### src/rtl/rleg_pkg.sv
// Shared types, constants and lookup functions for the RGB LED effect generator.
package rleg_pkg;

    localparam int PULSE_FRAMES_DEF = 4;
    localparam int PFL_W            = 3;   // holds pulse counts up to 7
    localparam int MODE_W           = 3;
    localparam int FRAME_W          = 16;
    localparam int LVL_W            = 8;
    localparam int CFG_IDX_W        = 2;
    localparam int CFG_DATA_W       = 16;

    // mode codes; codes five to seven draw as loss
    localparam logic [MODE_W-1:0] MODE_IDLE    = 3'd0;
    localparam logic [MODE_W-1:0] MODE_SPIN    = 3'd1;
    localparam logic [MODE_W-1:0] MODE_CRAWL   = 3'd2;
    localparam logic [MODE_W-1:0] MODE_WIN     = 3'd3;
    localparam logic [MODE_W-1:0] MODE_JACKPOT = 3'd4;

    // config register indexes
    localparam logic [CFG_IDX_W-1:0] CFG_BREATH_LO  = 2'd0;
    localparam logic [CFG_IDX_W-1:0] CFG_BREATH_HI  = 2'd1;
    localparam logic [CFG_IDX_W-1:0] CFG_SPIN_FLOOR = 2'd2;
    localparam logic [CFG_IDX_W-1:0] CFG_WIN_HOLD   = 2'd3;

    localparam logic [7:0]  BREATH_LO_RST  = 8'd4;
    localparam logic [7:0]  BREATH_HI_RST  = 8'd40;
    localparam logic [7:0]  SPIN_FLOOR_RST = 8'd12;
    localparam logic [15:0] WIN_HOLD_RST   = 16'd30;

    // shared multiplier
    localparam int MUL_A_W   = 16;
    localparam int MUL_B_W   = 25;
    localparam int PROD_W    = MUL_A_W + MUL_B_W;
    localparam int MOD_SHIFT = 22;  // reciprocal scale for frame reductions
    localparam int DIV_SHIFT = 24;  // reciprocal scale for level scaling
    localparam int MOD_Q_W   = 14;
    localparam int MOD_R_W   = 20;

    localparam int BREATH_PERIOD = 76;
    localparam int BREATH_HALF   = BREATH_PERIOD / 2;
    localparam int CRAWL_PERIOD  = 30;
    localparam int JACKPOT_STEPS = 6;

    localparam logic [MOD_R_W-1:0] BREATH_RECIP  = MOD_R_W'((2**MOD_SHIFT) / BREATH_PERIOD);
    localparam logic [MOD_R_W-1:0] CRAWL_RECIP   = MOD_R_W'((2**MOD_SHIFT) / CRAWL_PERIOD);
    localparam logic [MOD_R_W-1:0] JACKPOT_RECIP = MOD_R_W'((2**MOD_SHIFT) / JACKPOT_STEPS);

    localparam int NOTE_LEN0  = 4;
    localparam int NOTE_LEN1  = 4;
    localparam int NOTE_LEN2  = 6;
    localparam int NOTE_END0  = NOTE_LEN0;
    localparam int NOTE_END1  = NOTE_END0 + NOTE_LEN1;
    localparam int NOTE_END2  = NOTE_END1 + NOTE_LEN2;
    localparam logic [7:0] NOTE_PEAK0 = 8'd255;
    localparam logic [7:0] NOTE_PEAK1 = 8'd190;
    localparam logic [7:0] NOTE_PEAK2 = 8'd130;
    localparam logic [7:0] WIN_REST   = 8'd30;
    localparam logic [7:0] WIN_FULL   = 8'd255;

    localparam logic [MUL_B_W-1:0] RECIP_255   = MUL_B_W'((2**DIV_SHIFT + 254) / 255);
    localparam logic [MUL_B_W-1:0] RECIP_NOTE0 =
        MUL_B_W'((2**DIV_SHIFT + NOTE_LEN0 - 1) / NOTE_LEN0);
    localparam logic [MUL_B_W-1:0] RECIP_NOTE1 =
        MUL_B_W'((2**DIV_SHIFT + NOTE_LEN1 - 1) / NOTE_LEN1);
    localparam logic [MUL_B_W-1:0] RECIP_NOTE2 =
        MUL_B_W'((2**DIV_SHIFT + NOTE_LEN2 - 1) / NOTE_LEN2);

    localparam logic [7:0] CRAWL_HI  = 8'd200;
    localparam logic [7:0] CRAWL_LO  = 8'd30;
    localparam int         CRAWL_ON0_END   = 4;
    localparam int         CRAWL_ON1_START = 8;
    localparam int         CRAWL_ON1_END   = 12;

    localparam int         LOSS_FRAMES = 10;
    localparam int         LOSS_STEP   = 4;
    localparam logic [7:0] LOSS_GREEN  = 8'd128;

    typedef struct packed {
        logic [7:0] red;
        logic [7:0] green;
        logic [7:0] blue;
    } t_rgb;

    typedef enum logic [2:0] {
        ST_IDLE,
        ST_MOD_MUL,
        ST_MOD_SUB,
        ST_MOD_FIX,
        ST_OPND_MUL,
        ST_RECIP_MUL,
        ST_QUOT,
        ST_EMIT
    } t_state;

    typedef enum logic [1:0] {
        MUL_NONE,
        MUL_MOD,
        MUL_OPND,
        MUL_RECIP
    } t_mul_sel;

    typedef struct packed {
        logic     load;
        t_mul_sel mul_sel;
        logic     rem_sub;
        logic     rem_fix;
        logic     quo_load;
        logic     round;
        logic     emit;
    } t_cmd;

    typedef struct packed {
        logic item_off;
        logic mode_idle;
        logic out_free;
    } t_status;

    // ramp position (0..38) scaled to 0..255
    function automatic logic [7:0] tri_lookup(input logic [5:0] up);
        logic [7:0] v;
        case (up)
            6'd0:  v = 8'd0;    6'd1:  v = 8'd6;    6'd2:  v = 8'd13;   6'd3:  v = 8'd20;
            6'd4:  v = 8'd26;   6'd5:  v = 8'd33;   6'd6:  v = 8'd40;   6'd7:  v = 8'd46;
            6'd8:  v = 8'd53;   6'd9:  v = 8'd60;   6'd10: v = 8'd67;   6'd11: v = 8'd73;
            6'd12: v = 8'd80;   6'd13: v = 8'd87;   6'd14: v = 8'd93;   6'd15: v = 8'd100;
            6'd16: v = 8'd107;  6'd17: v = 8'd114;  6'd18: v = 8'd120;  6'd19: v = 8'd127;
            6'd20: v = 8'd134;  6'd21: v = 8'd140;  6'd22: v = 8'd147;  6'd23: v = 8'd154;
            6'd24: v = 8'd161;  6'd25: v = 8'd167;  6'd26: v = 8'd174;  6'd27: v = 8'd181;
            6'd28: v = 8'd187;  6'd29: v = 8'd194;  6'd30: v = 8'd201;  6'd31: v = 8'd208;
            6'd32: v = 8'd214;  6'd33: v = 8'd221;  6'd34: v = 8'd228;  6'd35: v = 8'd234;
            6'd36: v = 8'd241;  6'd37: v = 8'd248;  6'd38: v = 8'd255;
            default: v = 8'd0;
        endcase
        return v;
    endfunction

    function automatic t_rgb jackpot_rgb(input logic [2:0] idx);
        t_rgb c;
        case (idx)
            3'd0:    c = '{red: 8'd255, green: 8'd0,   blue: 8'd0};
            3'd1:    c = '{red: 8'd255, green: 8'd200, blue: 8'd0};
            3'd2:    c = '{red: 8'd0,   green: 8'd255, blue: 8'd0};
            3'd3:    c = '{red: 8'd0,   green: 8'd255, blue: 8'd255};
            3'd4:    c = '{red: 8'd0,   green: 8'd0,   blue: 8'd255};
            3'd5:    c = '{red: 8'd255, green: 8'd0,   blue: 8'd255};
            default: c = '{red: 8'd0,   green: 8'd0,   blue: 8'd0};
        endcase
        return c;
    endfunction

endpackage

### src/rtl/rleg_ctrl.sv
// Sequencer: steps one tick word through the shared multiplier of the datapath.
module rleg_ctrl
    import rleg_pkg::*;
(
    input  logic    i_clk,
    input  logic    i_rst_n,
    input  logic    i_in_valid,
    output logic    o_in_ready,
    input  t_status i_status,
    output t_cmd    o_cmd
);

    t_state r_state, n_state;
    logic   r_round, n_round;

    always_ff @(posedge i_clk) begin
        if (!i_rst_n) begin
            r_state <= ST_IDLE;
            r_round <= 1'b0;
        end else begin
            r_state <= n_state;
            r_round <= n_round;
        end
    end

    // next state
    always_comb begin
        n_state = r_state;
        n_round = r_round;
        case (r_state)
            ST_IDLE: begin
                if (i_in_valid) begin
                    n_state = ST_MOD_MUL;
                    n_round = 1'b0;
                end
            end
            ST_MOD_MUL:   n_state = i_status.item_off ? ST_EMIT : ST_MOD_SUB;
            ST_MOD_SUB:   n_state = ST_MOD_FIX;
            ST_MOD_FIX:   n_state = ST_OPND_MUL;
            ST_OPND_MUL:  n_state = ST_RECIP_MUL;
            ST_RECIP_MUL: n_state = ST_QUOT;
            ST_QUOT: begin
                // idle breathing needs a second scale pass (span times breath)
                if (i_status.mode_idle && !r_round) begin
                    n_state = ST_OPND_MUL;
                    n_round = 1'b1;
                end else begin
                    n_state = ST_EMIT;
                end
            end
            ST_EMIT: begin
                if (i_status.out_free) begin
                    n_state = ST_IDLE;
                end
            end
            default: n_state = ST_IDLE;
        endcase
    end

    // outputs
    always_comb begin
        o_in_ready     = 1'b0;
        o_cmd          = '0;
        o_cmd.mul_sel  = MUL_NONE;
        o_cmd.round    = r_round;
        case (r_state)
            ST_IDLE: begin
                o_in_ready = 1'b1;
                o_cmd.load = i_in_valid;
            end
            ST_MOD_MUL:   o_cmd.mul_sel  = MUL_MOD;
            ST_MOD_SUB:   o_cmd.rem_sub  = 1'b1;
            ST_MOD_FIX:   o_cmd.rem_fix  = 1'b1;
            ST_OPND_MUL:  o_cmd.mul_sel  = MUL_OPND;
            ST_RECIP_MUL: o_cmd.mul_sel  = MUL_RECIP;
            ST_QUOT:      o_cmd.quo_load = 1'b1;
            ST_EMIT:      o_cmd.emit     = i_status.out_free;
            default:      o_cmd          = '0;
        endcase
    end

    a_one_per_accept: assert property (@(posedge i_clk) disable iff (!i_rst_n)
        (i_in_valid && o_in_ready) |=> !o_in_ready)
        else $error("ready stayed high after an accepted word");

    a_emit_when_free: assert property (@(posedge i_clk) disable iff (!i_rst_n)
        o_cmd.emit |-> i_status.out_free)
        else $error("emit issued while output register was blocked");

    a_round_idle_only: assert property (@(posedge i_clk) disable iff (!i_rst_n)
        (r_round && r_state != ST_IDLE) |-> i_status.mode_idle)
        else $error("second scale pass taken outside idle mode");

endmodule

### src/rtl/rleg_dpath.sv
// Datapath: config, effect state, shared multiplier, color select and output register.
module rleg_dpath
    import rleg_pkg::*;
#(
    parameter int PULSE_FRAMES = PULSE_FRAMES_DEF
) (
    input  logic                  i_clk,
    input  logic                  i_rst_n,
    input  logic                  i_cfg_we,
    input  logic [CFG_IDX_W-1:0]  i_cfg_idx,
    input  logic [CFG_DATA_W-1:0] i_cfg_data,
    input  logic                  i_in_op,
    input  logic [MODE_W-1:0]     i_in_mode,
    input  logic [FRAME_W-1:0]    i_in_frame,
    input  logic [LVL_W-1:0]      i_in_pulse,
    input  t_cmd                  i_cmd,
    output t_status               o_status,
    input  logic                  i_out_ready,
    output logic                  o_out_valid,
    output t_rgb                  o_out_rgb,
    output logic                  o_out_is_off
);

    localparam logic [MUL_B_W-1:0] SPIN_RECIP =
        MUL_B_W'((2**DIV_SHIFT + PULSE_FRAMES - 1) / PULSE_FRAMES);
    localparam logic [PFL_W-1:0]   PFL_LOAD   = PFL_W'(PULSE_FRAMES);

    // config
    logic [7:0]  r_breath_lo, r_breath_hi, r_spin_floor;
    logic [15:0] r_win_hold;

    always_ff @(posedge i_clk) begin
        if (!i_rst_n) begin
            r_breath_lo  <= BREATH_LO_RST;
            r_breath_hi  <= BREATH_HI_RST;
            r_spin_floor <= SPIN_FLOOR_RST;
            r_win_hold   <= WIN_HOLD_RST;
        end else if (i_cfg_we) begin
            case (i_cfg_idx)
                CFG_BREATH_LO:  r_breath_lo  <= i_cfg_data[7:0];
                CFG_BREATH_HI:  r_breath_hi  <= i_cfg_data[7:0];
                CFG_SPIN_FLOOR: r_spin_floor <= i_cfg_data[7:0];
                CFG_WIN_HOLD:   r_win_hold   <= i_cfg_data;
                default: ;
            endcase
        end
    end

    // latched word
    logic                 r_op;
    logic [MODE_W-1:0]    r_mode;
    logic [FRAME_W-1:0]   r_frame;

    always_ff @(posedge i_clk) begin
        if (i_cmd.load) begin
            r_op    <= i_in_op;
            r_mode  <= i_in_mode;
            r_frame <= i_in_frame;
        end
    end

    // pulse tracking, updated at accept of a tick word
    logic [MODE_W-1:0] r_prev_mode;
    logic [PFL_W-1:0]  r_pfl, n_pfl, pfl_keep;
    logic [7:0]        r_peak, n_peak, peak_keep;

    always_comb begin
        pfl_keep  = (i_in_mode != r_prev_mode) ? '0 : r_pfl;
        peak_keep = (i_in_mode != r_prev_mode) ? '0 : r_peak;
        if (i_in_pulse != '0) begin
            n_pfl  = PFL_LOAD;
            n_peak = i_in_pulse;
        end else begin
            n_pfl  = (pfl_keep != '0) ? pfl_keep - 1'b1 : '0;
            n_peak = peak_keep;
        end
    end

    always_ff @(posedge i_clk) begin
        if (!i_rst_n) begin
            r_prev_mode <= MODE_IDLE;
            r_pfl       <= '0;
            r_peak      <= '0;
        end else if (i_cmd.load && !i_in_op) begin
            r_prev_mode <= i_in_mode;
            r_pfl       <= n_pfl;
            r_peak      <= n_peak;
        end
    end

    // frame reduction: breath phase, crawl phase, jackpot step
    logic [FRAME_W-1:0] mod_x;
    logic [MOD_R_W-1:0] mod_recip;
    logic [6:0]         mod_div;

    always_comb begin
        mod_x     = r_frame;
        mod_recip = BREATH_RECIP;
        mod_div   = 7'(BREATH_PERIOD);
        case (r_mode)
            MODE_CRAWL: begin
                mod_recip = CRAWL_RECIP;
                mod_div   = 7'(CRAWL_PERIOD);
            end
            MODE_JACKPOT: begin
                mod_x     = {2'b00, r_frame[FRAME_W-1:2]};
                mod_recip = JACKPOT_RECIP;
                mod_div   = 7'(JACKPOT_STEPS);
            end
            default: ;
        endcase
    end

    // win phases
    logic               win_hold, win_rest;
    logic [FRAME_W-1:0] win_t;
    logic [2:0]         win_off;
    logic [7:0]         win_peak;
    logic [MUL_B_W-1:0] win_recip;

    always_comb begin
        win_hold  = r_frame < r_win_hold;
        win_t     = r_frame - r_win_hold;
        win_rest  = 1'b0;
        win_off   = win_t[2:0];
        win_peak  = NOTE_PEAK0;
        win_recip = RECIP_NOTE0;
        if (win_t < FRAME_W'(NOTE_END0)) begin
            win_off = win_t[2:0];
        end else if (win_t < FRAME_W'(NOTE_END1)) begin
            win_off   = 3'(win_t - FRAME_W'(NOTE_END0));
            win_peak  = NOTE_PEAK1;
            win_recip = RECIP_NOTE1;
        end else if (win_t < FRAME_W'(NOTE_END2)) begin
            win_off   = 3'(win_t - FRAME_W'(NOTE_END1));
            win_peak  = NOTE_PEAK2;
            win_recip = RECIP_NOTE2;
        end else begin
            win_rest = 1'b1;
        end
    end

    // loss fade level
    logic [5:0] loss_lvl;
    assign loss_lvl = (r_frame < FRAME_W'(LOSS_FRAMES)) ?
        6'((6'(LOSS_FRAMES) - 6'(r_frame[3:0])) * 6'(LOSS_STEP)) : '0;

    // scale operands
    logic [7:0]  r_rem, r_quo;
    logic [5:0]  breath_up;
    logic [7:0]  tri_v, span, spin_peak;
    logic [7:0]  opnd_a, opnd_b;
    logic [MUL_B_W-1:0] div_recip;

    always_comb begin
        breath_up = (r_rem < 8'(BREATH_HALF)) ? r_rem[5:0] : 6'(8'(BREATH_PERIOD) - r_rem);
        tri_v     = tri_lookup(breath_up);
        span      = (r_breath_hi > r_breath_lo) ? r_breath_hi - r_breath_lo : '0;
        spin_peak = (r_peak > r_spin_floor) ? r_peak : r_spin_floor;
        case (r_mode)
            MODE_IDLE: begin
                opnd_a    = i_cmd.round ? span  : tri_v;
                opnd_b    = i_cmd.round ? r_quo : tri_v;
                div_recip = RECIP_255;
            end
            MODE_SPIN: begin
                opnd_a    = spin_peak - r_spin_floor;
                opnd_b    = 8'(r_pfl);
                div_recip = SPIN_RECIP;
            end
            MODE_WIN: begin
                opnd_a    = (win_hold || win_rest) ? '0 : win_peak - WIN_REST;
                opnd_b    = 8'(win_off);
                div_recip = win_recip;
            end
            default: begin
                opnd_a    = 8'(loss_lvl);
                opnd_b    = LOSS_GREEN;
                div_recip = RECIP_255;
            end
        endcase
    end

    // shared multiplier
    logic [MUL_A_W-1:0] mul_a;
    logic [MUL_B_W-1:0] mul_b;
    logic [PROD_W-1:0]  r_prod;

    always_comb begin
        case (i_cmd.mul_sel)
            MUL_MOD: begin
                mul_a = mod_x;
                mul_b = MUL_B_W'(mod_recip);
            end
            MUL_OPND: begin
                mul_a = MUL_A_W'(opnd_a);
                mul_b = MUL_B_W'(opnd_b);
            end
            MUL_RECIP: begin
                mul_a = r_prod[MUL_A_W-1:0];
                mul_b = div_recip;
            end
            default: begin
                mul_a = '0;
                mul_b = '0;
            end
        endcase
    end

    always_ff @(posedge i_clk) begin
        if (i_cmd.mul_sel != MUL_NONE) begin
            r_prod <= PROD_W'(mul_a) * PROD_W'(mul_b);
        end
    end

    // remainder: the reciprocal quotient is low by at most one
    logic [MOD_Q_W-1:0] mod_q;
    logic [20:0]        rem_wide;

    assign mod_q    = r_prod[MOD_SHIFT +: MOD_Q_W];
    assign rem_wide = 21'(mod_x) - 21'(mod_q) * 21'(mod_div);

    always_ff @(posedge i_clk) begin
        if (i_cmd.rem_sub) begin
            r_rem <= rem_wide[7:0];
        end else if (i_cmd.rem_fix && (r_rem >= 8'(mod_div))) begin
            r_rem <= r_rem - 8'(mod_div);
        end
    end

    always_ff @(posedge i_clk) begin
        if (i_cmd.quo_load) begin
            r_quo <= r_prod[DIV_SHIFT +: 8];
        end
    end

    // color select
    t_rgb       color;
    logic [7:0] lvl;
    logic [9:0] lvl3;
    logic       crawl_on;

    always_comb begin
        lvl      = '0;
        lvl3     = '0;
        crawl_on = (r_rem < 8'(CRAWL_ON0_END)) ||
                   ((r_rem >= 8'(CRAWL_ON1_START)) && (r_rem < 8'(CRAWL_ON1_END)));
        color    = '0;
        case (r_mode)
            MODE_IDLE: begin
                lvl         = r_breath_lo + r_quo;
                color.red   = lvl;
                color.green = lvl >> 1;
            end
            MODE_SPIN: begin
                lvl         = r_spin_floor + r_quo;
                lvl3        = 10'(lvl) * 10'd3;
                color.red   = lvl >> 1;
                color.green = lvl3[9:2];
                color.blue  = lvl;
            end
            MODE_CRAWL: begin
                lvl         = crawl_on ? CRAWL_HI : CRAWL_LO;
                color.red   = lvl;
                color.green = lvl >> 3;
            end
            MODE_WIN: begin
                color.green = win_hold ? WIN_FULL : (win_rest ? WIN_REST : win_peak - r_quo);
            end
            MODE_JACKPOT: color = jackpot_rgb(r_rem[2:0]);
            default: begin
                color.red   = 8'(loss_lvl);
                color.green = r_quo;
            end
        endcase
    end

    // last sent color and output register
    t_rgb r_sent;
    logic r_sent_valid;
    logic differs, produce;

    assign differs = !r_sent_valid || (color != r_sent);
    assign produce = r_op || differs;

    always_ff @(posedge i_clk) begin
        if (!i_rst_n) begin
            r_sent       <= '0;
            r_sent_valid <= 1'b0;
        end else if (i_cmd.emit) begin
            if (r_op) begin
                r_sent_valid <= 1'b0;
            end else if (differs) begin
                r_sent       <= color;
                r_sent_valid <= 1'b1;
            end
        end
    end

    always_ff @(posedge i_clk) begin
        if (!i_rst_n) begin
            o_out_valid <= 1'b0;
        end else if (i_cmd.emit && produce) begin
            o_out_valid <= 1'b1;
        end else if (i_out_ready) begin
            o_out_valid <= 1'b0;
        end
    end

    always_ff @(posedge i_clk) begin
        if (i_cmd.emit && produce) begin
            o_out_rgb    <= r_op ? '0 : color;
            o_out_is_off <= r_op;
        end
    end

    assign o_status.item_off  = r_op;
    assign o_status.mode_idle = (r_mode == MODE_IDLE);
    assign o_status.out_free  = !o_out_valid || i_out_ready;

    a_pfl_range: assert property (@(posedge i_clk) disable iff (!i_rst_n)
        r_pfl <= PFL_LOAD)
        else $error("pulse frame count above reload value");

    a_rem_range: assert property (@(posedge i_clk) disable iff (!i_rst_n)
        i_cmd.rem_fix |=> (r_rem < 8'(mod_div)))
        else $error("frame reduction left remainder out of range");

    a_mode_clear: assert property (@(posedge i_clk) disable iff (!i_rst_n)
        (i_cmd.load && !i_in_op && (i_in_mode != r_prev_mode) && (i_in_pulse == '0))
        |=> (r_pfl == '0))
        else $error("mode change did not clear the pulse");

    a_off_dark: assert property (@(posedge i_clk) disable iff (!i_rst_n)
        (o_out_valid && o_out_is_off) |-> (o_out_rgb == '0))
        else $error("off word carries a color");

endmodule

### src/rtl/rgb_led_effect_generator.sv
// Top level of the RGB LED effect generator: sequencer plus datapath.
//
//  channel   dir  handshake                      payload
//  s_axis    in   s_axis_tvalid / s_axis_tready  tdata: frame[15:0] pulse_strength[23:16]
//                                                tuser: op[0] mode[3:1]
//  m_axis    out  m_axis_tvalid / m_axis_tready  tdata: red[7:0] green[15:8] blue[23:16]
//                                                tuser: is_off[0]
//  cfg       in   i_cfg_we (no wait)             i_cfg_idx, i_cfg_data[15:0]
//
// A tick word runs the frame reduction (multiply, subtract, fix), the scale
// (operand and reciprocal multiply, quotient) and emit, with two scale passes
// in idle mode; an off word skips to emit. One shared multiplier serves both.
// Results sit in an output register, so the next word is taken while a
// color waits; the sequencer only stalls when that register is still full.
// Reset is synchronous, active low, and restores the config defaults.
module rgb_led_effect_generator
    import rleg_pkg::*;
#(
    parameter int PULSE_FRAMES = PULSE_FRAMES_DEF
) (
    input  logic                  i_clk,
    input  logic                  i_rst_n,
    // config write port
    input  logic                  i_cfg_we,
    input  logic [CFG_IDX_W-1:0]  i_cfg_idx,
    input  logic [CFG_DATA_W-1:0] i_cfg_data,
    // tick words
    input  logic                  s_axis_tvalid,
    output logic                  s_axis_tready,
    input  logic [23:0]           s_axis_tdata,   // frame[15:0], pulse_strength[23:16]
    input  logic [3:0]            s_axis_tuser,   // op[0], mode[3:1]
    // color words
    output logic                  m_axis_tvalid,
    input  logic                  m_axis_tready,
    output logic [23:0]           m_axis_tdata,   // red[7:0], green[15:8], blue[23:16]
    output logic                  m_axis_tuser    // is_off[0]
);

    t_cmd    cmd;
    t_status status;
    t_rgb    out_rgb;

    rleg_ctrl u_ctrl (
        .i_clk      (i_clk),
        .i_rst_n    (i_rst_n),
        .i_in_valid (s_axis_tvalid),
        .o_in_ready (s_axis_tready),
        .i_status   (status),
        .o_cmd      (cmd)
    );

    rleg_dpath #(
        .PULSE_FRAMES (PULSE_FRAMES)
    ) u_dpath (
        .i_clk        (i_clk),
        .i_rst_n      (i_rst_n),
        .i_cfg_we     (i_cfg_we),
        .i_cfg_idx    (i_cfg_idx),
        .i_cfg_data   (i_cfg_data),
        .i_in_op      (s_axis_tuser[0]),
        .i_in_mode    (s_axis_tuser[3:1]),
        .i_in_frame   (s_axis_tdata[15:0]),
        .i_in_pulse   (s_axis_tdata[23:16]),
        .i_cmd        (cmd),
        .o_status     (status),
        .i_out_ready  (m_axis_tready),
        .o_out_valid  (m_axis_tvalid),
        .o_out_rgb    (out_rgb),
        .o_out_is_off (m_axis_tuser)
    );

    // red in the low byte
    assign m_axis_tdata = {out_rgb.blue, out_rgb.green, out_rgb.red};

endmodule
### config.mk
export PLATFORM = sky130hd
export DESIGN_NAME = rgb_led_effect_generator
export DESIGN_NICKNAME = d
export VERILOG_FILES = /design/src/rtl/rleg_pkg.sv /design/src/rtl/rleg_ctrl.sv /design/src/rtl/rleg_dpath.sv /design/src/rtl/rgb_led_effect_generator.sv
export SDC_FILE = /design/constraint.sdc
export NUM_CORES = 1
export LEC_CHECK = 0
export BUFFER_PORTS_ARGS = -buffer_cell sky130_fd_sc_hd__buf_2
export CAP_MARGIN = 20
export CORE_MARGIN = 1
export CORE_UTILIZATION = 58
export CTS_CLUSTER_SIZE = 8
export DETAILED_ROUTE_END_ITERATION = 7
export GPL_ROUTABILITY_DRIVEN = 0
export PLACE_DENSITY = 0.75
export RECOVER_POWER = 100
export SETUP_SLACK_MARGIN = 0.05
export SLEW_MARGIN = 10
export SYNTH_ARGS = -nofsm -noshare
export SYNTH_HDL_FRONTEND = slang
export SYNTH_SLANG_ARGS = --single-unit
### constraint.sdc
create_clock -name i_clk -period 11.5 [get_ports i_clk]
set_clock_uncertainty 0.15 [all_clocks]
set_input_delay 2.3 -clock i_clk [delete_from_list [all_inputs] [get_ports i_clk]]
set_output_delay 2.3 -clock i_clk [all_outputs]
set_load 0.02 [all_outputs]
==> impl_metrics.xml <==
<?xml version="1.0" encoding="UTF-8"?>
<metrics>
  <group name="outcome">
    <metric name="run_status" unit="">finished, violations left</metric>
    <metric name="violations" unit="">design-rule violations, max-capacitance violations, max-slew violations</metric>
  </group>
  <group name="worst_setup_path">
    <metric name="critical_path.endpoint_type" unit="">flip-flop</metric>
    <metric name="setup.worst_path.start_class" unit="">flip-flop</metric>
    <metric name="cp_data_arrival_time" unit="ns">10.98</metric>
    <metric name="cp.required" unit="ns">11.55</metric>
    <metric name="cp_max_fo" unit="">11</metric>
    <metric name="critical_path_class" unit="">reg -&gt; reg</metric>
    <metric name="timing.critical_path.slowest_cell_delay" unit="ns">0.56</metric>
    <metric name="critical_path.slowest_cell" unit="">sky130_fd_sc_hd__fa_1</metric>
    <metric name="library_cell_appearing_most_often_on_the_critical_path" unit="">sky130_fd_sc_hd__fa_1</metric>
  </group>
  <group name="power">
    <metric name="switching_share" unit="%">44.91</metric>
    <metric name="internal_power" unit="W">0.001574</metric>
    <metric name="power.share.clock" unit="%">20.7</metric>
    <metric name="power_switching" unit="W">0.001284</metric>
    <metric name="cellLeakagePower" unit="nW">11.06</metric>
    <metric name="worst_ir_drop_vdd" unit="V">0.0001143</metric>
    <metric name="power.combinational.fraction" unit="%">52.3</metric>
    <metric name="power_density" unit="mW/mm²">117.2</metric>
    <metric name="seqPwrFrac" unit="%">26.9</metric>
  </group>
  <group name="grt">
    <metric name="grt-ovfl-total" unit="">0</metric>
    <metric name="antenna_found_initial" unit="">1</metric>
    <metric name="grt_first_pass_wirelength" unit="µm">109400</metric>
    <metric name="pin_count_of_the_biggest_net_entering_global_routing" unit="">69</metric>
    <metric name="grt_usage" unit="%">34.84</metric>
    <metric name="grt_pass1_vias" unit="">20020</metric>
  </group>
  <group name="clock_tree">
    <metric name="numCtsBuffers" unit="">17</metric>
    <metric name="clock_tree_from_tritoncts" unit="">built</metric>
    <metric name="htreeDepth" unit="">4</metric>
    <metric name="ctsRootBufferMaster" unit="">sky130_fd_sc_hd__clkbuf_16</metric>
    <metric name="clkLatencyLatePin" unit="ns">0.46</metric>
    <metric name="cts_hold_buf" unit="">0</metric>
    <metric name="path_clk_slew" unit="ns">0.08</metric>
    <metric name="cts.path.max_buffers" unit="">2</metric>
    <metric name="cts_num_sinks" unit="">171</metric>
  </group>
  <group name="logic_synthesis">
    <metric name="synth_flop_cell" unit="">sky130_fd_sc_hd__edfxtp_1</metric>
    <metric name="number_of_enable_flip_flop_cells_after_synthesis" unit="">87</metric>
    <metric name="postSynthAreaPerCell" unit="µm²">8.487</metric>
    <metric name="synthesis.area" unit="mm²">0.02297</metric>
    <metric name="yosysUniqueCellTypes" unit="">93</metric>
    <metric name="seq_area_frac_synth" unit="%">18.69</metric>
    <metric name="yosys_warnings" unit="">0</metric>
    <metric name="synth_async_sr_flop_share" unit="%">0</metric>
    <metric name="post_synthesis_cell_count" unit="">2707</metric>
    <metric name="synth-seq-cells" unit="">171</metric>
  </group>
  <group name="routing">
    <metric name="drt_wl_total" unit="µm">68980</metric>
    <metric name="routedWlPerCell" unit="µm">21.03</metric>
    <metric name="final_antenna_net_count" unit="">0</metric>
    <metric name="drc" unit="">1</metric>
    <metric name="firstDrtPassIters" unit="">8</metric>
    <metric name="num_vias" unit="">20240</metric>
    <metric name="post_drt_via_cell_ratio" unit="">6.170</metric>
    <metric name="drc_marker_count_from_the_first_detailed_route_iteration" unit="">1949</metric>
  </group>
  <group name="finish">
    <metric name="layout.cells.most_common" unit="">sky130_fd_sc_hd__inv_1</metric>
    <metric name="final_layout_size_suffix_gt1_share" unit="%">6.119</metric>
    <metric name="layout.filler_cells" unit="">3342</metric>
    <metric name="synthToLayoutAreaGrowth" unit="%">6.176</metric>
    <metric name="mostFrequentLayoutCells" unit="">476 x sky130_fd_sc_hd__inv_1, 301 x sky130_fd_sc_hd__nor2_1, 265 x sky130_fd_sc_hd__fa_1</metric>
    <metric name="layout.cell_area.non_filler" unit="mm²">0.02439</metric>
    <metric name="antenna-diode-count" unit="">0</metric>
    <metric name="nets" unit="">3261</metric>
  </group>
  <group name="sta">
    <metric name="period_share" unit="%">94.98</metric>
    <metric name="hold_violations" unit="">0</metric>
    <metric name="max_slew.worst_pin.slew" unit="ns">3.469</metric>
    <metric name="timing_max_transition_violations_final" unit="">136</metric>
    <metric name="tightest_slew_margin_relative_to_the_limit" unit="%">-131.3</metric>
    <metric name="period_needed" unit="ns">10.92</metric>
    <metric name="rsz_0062_raised_after_global_routing" unit="">false</metric>
    <metric name="timing.final.setup_violations" unit="">0</metric>
    <metric name="setup_tns" unit="ns">0</metric>
    <metric name="max_clock_freq" unit="MHz">91.55</metric>
  </group>
  <group name="min_path">
    <metric name="hold_class" unit="">reg -&gt; reg</metric>
  </group>
  <group name="floorplanning">
    <metric name="design.core.area" unit="mm²">0.03883</metric>
    <metric name="top_level_ports" unit="">78</metric>
    <metric name="fp.dieW" unit="µm">201.0</metric>
    <metric name="initial_util" unit="%">59.17</metric>
    <metric name="floorplan.die.height" unit="µm">201.0</metric>
    <metric name="die-area" unit="mm²">0.04041</metric>
    <metric name="total_number_of_placement_rows" unit="">72</metric>
  </group>
  <group name="placed_design">
    <metric name="hpwl_dp" unit="µm">54970</metric>
    <metric name="dpl_cell_area" unit="mm²">0.02391</metric>
    <metric name="port-buffer-count" unit="">77</metric>
  </group>
  <group name="job">
    <metric name="maxcap_viol_count" unit="">4</metric>
  </group>
</metrics>
[power groups by stage]
stage | clock network [W] | logic (W) | registers (W)
5_1_grt | 0.000617 | 0.00165 | 0.000771
2_1_floorplan | 0 | 0.00108 | 0.000746
4_1_cts | 0.000596 | 0.00147 | 0.000765
3_5_place_dp | 0 | 0.00145 | 0.000779
6_report | 0.000593 | 0.00150 | 0.000770
3_3_place_gp | 0 | 0.00141 | 0.000776
[Yosys cell counts, types with 15 or more instances]
cell type                  count  area [µm²]
sky130_fd_sc_hd__or3_1        26       162.7
sky130_fd_sc_hd__nor2_1      302        1134
sky130_fd_sc_hd__nor3_1       28       140.1
sky130_fd_sc_hd__a21o_1       24       180.2
sky130_fd_sc_hd__nand2b_1     41       256.5
sky130_fd_sc_hd__o21ai_0     103       515.5
sky130_fd_sc_hd__o21a_1       28       210.2
sky130_fd_sc_hd__or2_2        38       237.7
sky130_fd_sc_hd__a211oi_1     25       187.7
sky130_fd_sc_hd__mux2i_1      42       420.4
sky130_fd_sc_hd__nor2b_1      31       193.9
sky130_fd_sc_hd__nand2_1     212       795.8
sky130_fd_sc_hd__edfxtp_1     87        2613
sky130_fd_sc_hd__xor2_1       30       262.8
sky130_fd_sc_hd__inv_1       476        1787
sky130_fd_sc_hd__clkbuf_1     80       300.3
sky130_fd_sc_hd__nand3_1      40       200.2
sky130_fd_sc_hd__a21oi_1     145       725.7
sky130_fd_sc_hd__ha_1        196        2452
sky130_fd_sc_hd__xnor2_1      56       490.5
sky130_fd_sc_hd__a31oi_1      15       93.84
sky130_fd_sc_hd__fa_1        265        5305
sky130_fd_sc_hd__nand4_1      19       118.9
sky130_fd_sc_hd__dfxtp_1      84        1682
[final cells by class]
class	count	area, µm²	area share [%]
clock buffers	18	450.4	1.847
multi-input cells	1958	16420	67.31
well taps	518	648.1	2.657
clock inverters	14	152.6	0.6258
flip-flops and latches	171	4294	17.60
inverters	479	1799	7.376
repair buffers	122	628.1	2.575
[what timing repair did]
| item | in CTS | in global routing |
|---|---|---|
| gates resized for setup | 0 | 2 |
| setup buffers | 0 | 2 |
| endpoints found under the setup margin | 0 | 3 |
| hold endpoints to repair | 0 | 0 |
[worst max-delay path: cells and delay by family, from the launching register on]
family,cells,cell delay (ns)
multiplexers,1,0.25
buffers and inverters,6,0.45
AO/OA/AOI/OAI,15,3.63
AND/OR/NAND/NOR,6,1.52
adder cells (fa/ha/maj),9,4.07
XOR/XNOR,1,0.10
flip-flops,1,0.47
[state kept, by name, summed over array words and instances (netlist names), 16 cells and up]
| register | cells |
|---|---|
| u_dpath.o_out_rgb | 24 |
| u_dpath.r_frame | 16 |
| u_dpath.r_prod | 26 |
| u_dpath.r_sent | 24 |
| u_dpath.r_win_hold | 16 |
[kinds of logic after synthesis]
kind of cell / count (synthesis) / share of synthesized area (%)
XOR/XNOR: 86 / 3.279
AO/OA/AOI/OAI: 537 / 15.59
AND/OR/NAND/NOR: 819 / 16.77
other: 2 / 0.03269
buffers and inverters: 584 / 9.787
flip-flops: 171 / 18.69
multiplexers: 47 / 2.075
adder cells (fa/ha/maj): 461 / 33.77
[per-stage QoR]
stage	total power, W	cells	setup WS [ns]	utilization (%)	hold slack [ns]
floorplan	0.001821	2713	1.518	-	0.2503
finish	0.002858	3280	0.5769	62.82	0.3149
CTS	0.002827	3275	0.3956	63.12	0.3123
global placement	0.002183	3242	0.7740	61.56	0.2944
global route	0.003042	3280	0.001852	62.82	0.3303
detailed placement	0.002227	3243	0.4371	61.57	0.2989
[worst paths after layout]
path / slack [ns] / cells past startpoint / endpoint / from
worst max-delay path: 0.58 / 38 / u_dpath.r_prod[31] / u_dpath.r_frame[0]
worst min-delay path: 0.31 / 2 / u_dpath.r_win_hold[5] / u_dpath.r_win_hold[5]
worst max register to register: 0.58 / 38 / u_dpath.r_prod[31] / u_dpath.r_frame[0]
worst min register to register: 0.31 / 2 / u_dpath.r_win_hold[5] / u_dpath.r_win_hold[5]
[routing by layer]
metal  vias up  part of all wire, %  global-route usage, %
met5         -                0.019                      0
met4         2                  6.7                  21.56
met3       290                  9.1                  6.705
met2      1122                   46                  55.47
met1      9762                   38                  43.79
li1       9063                    -                      -
(Power assumes the default switching activity.)
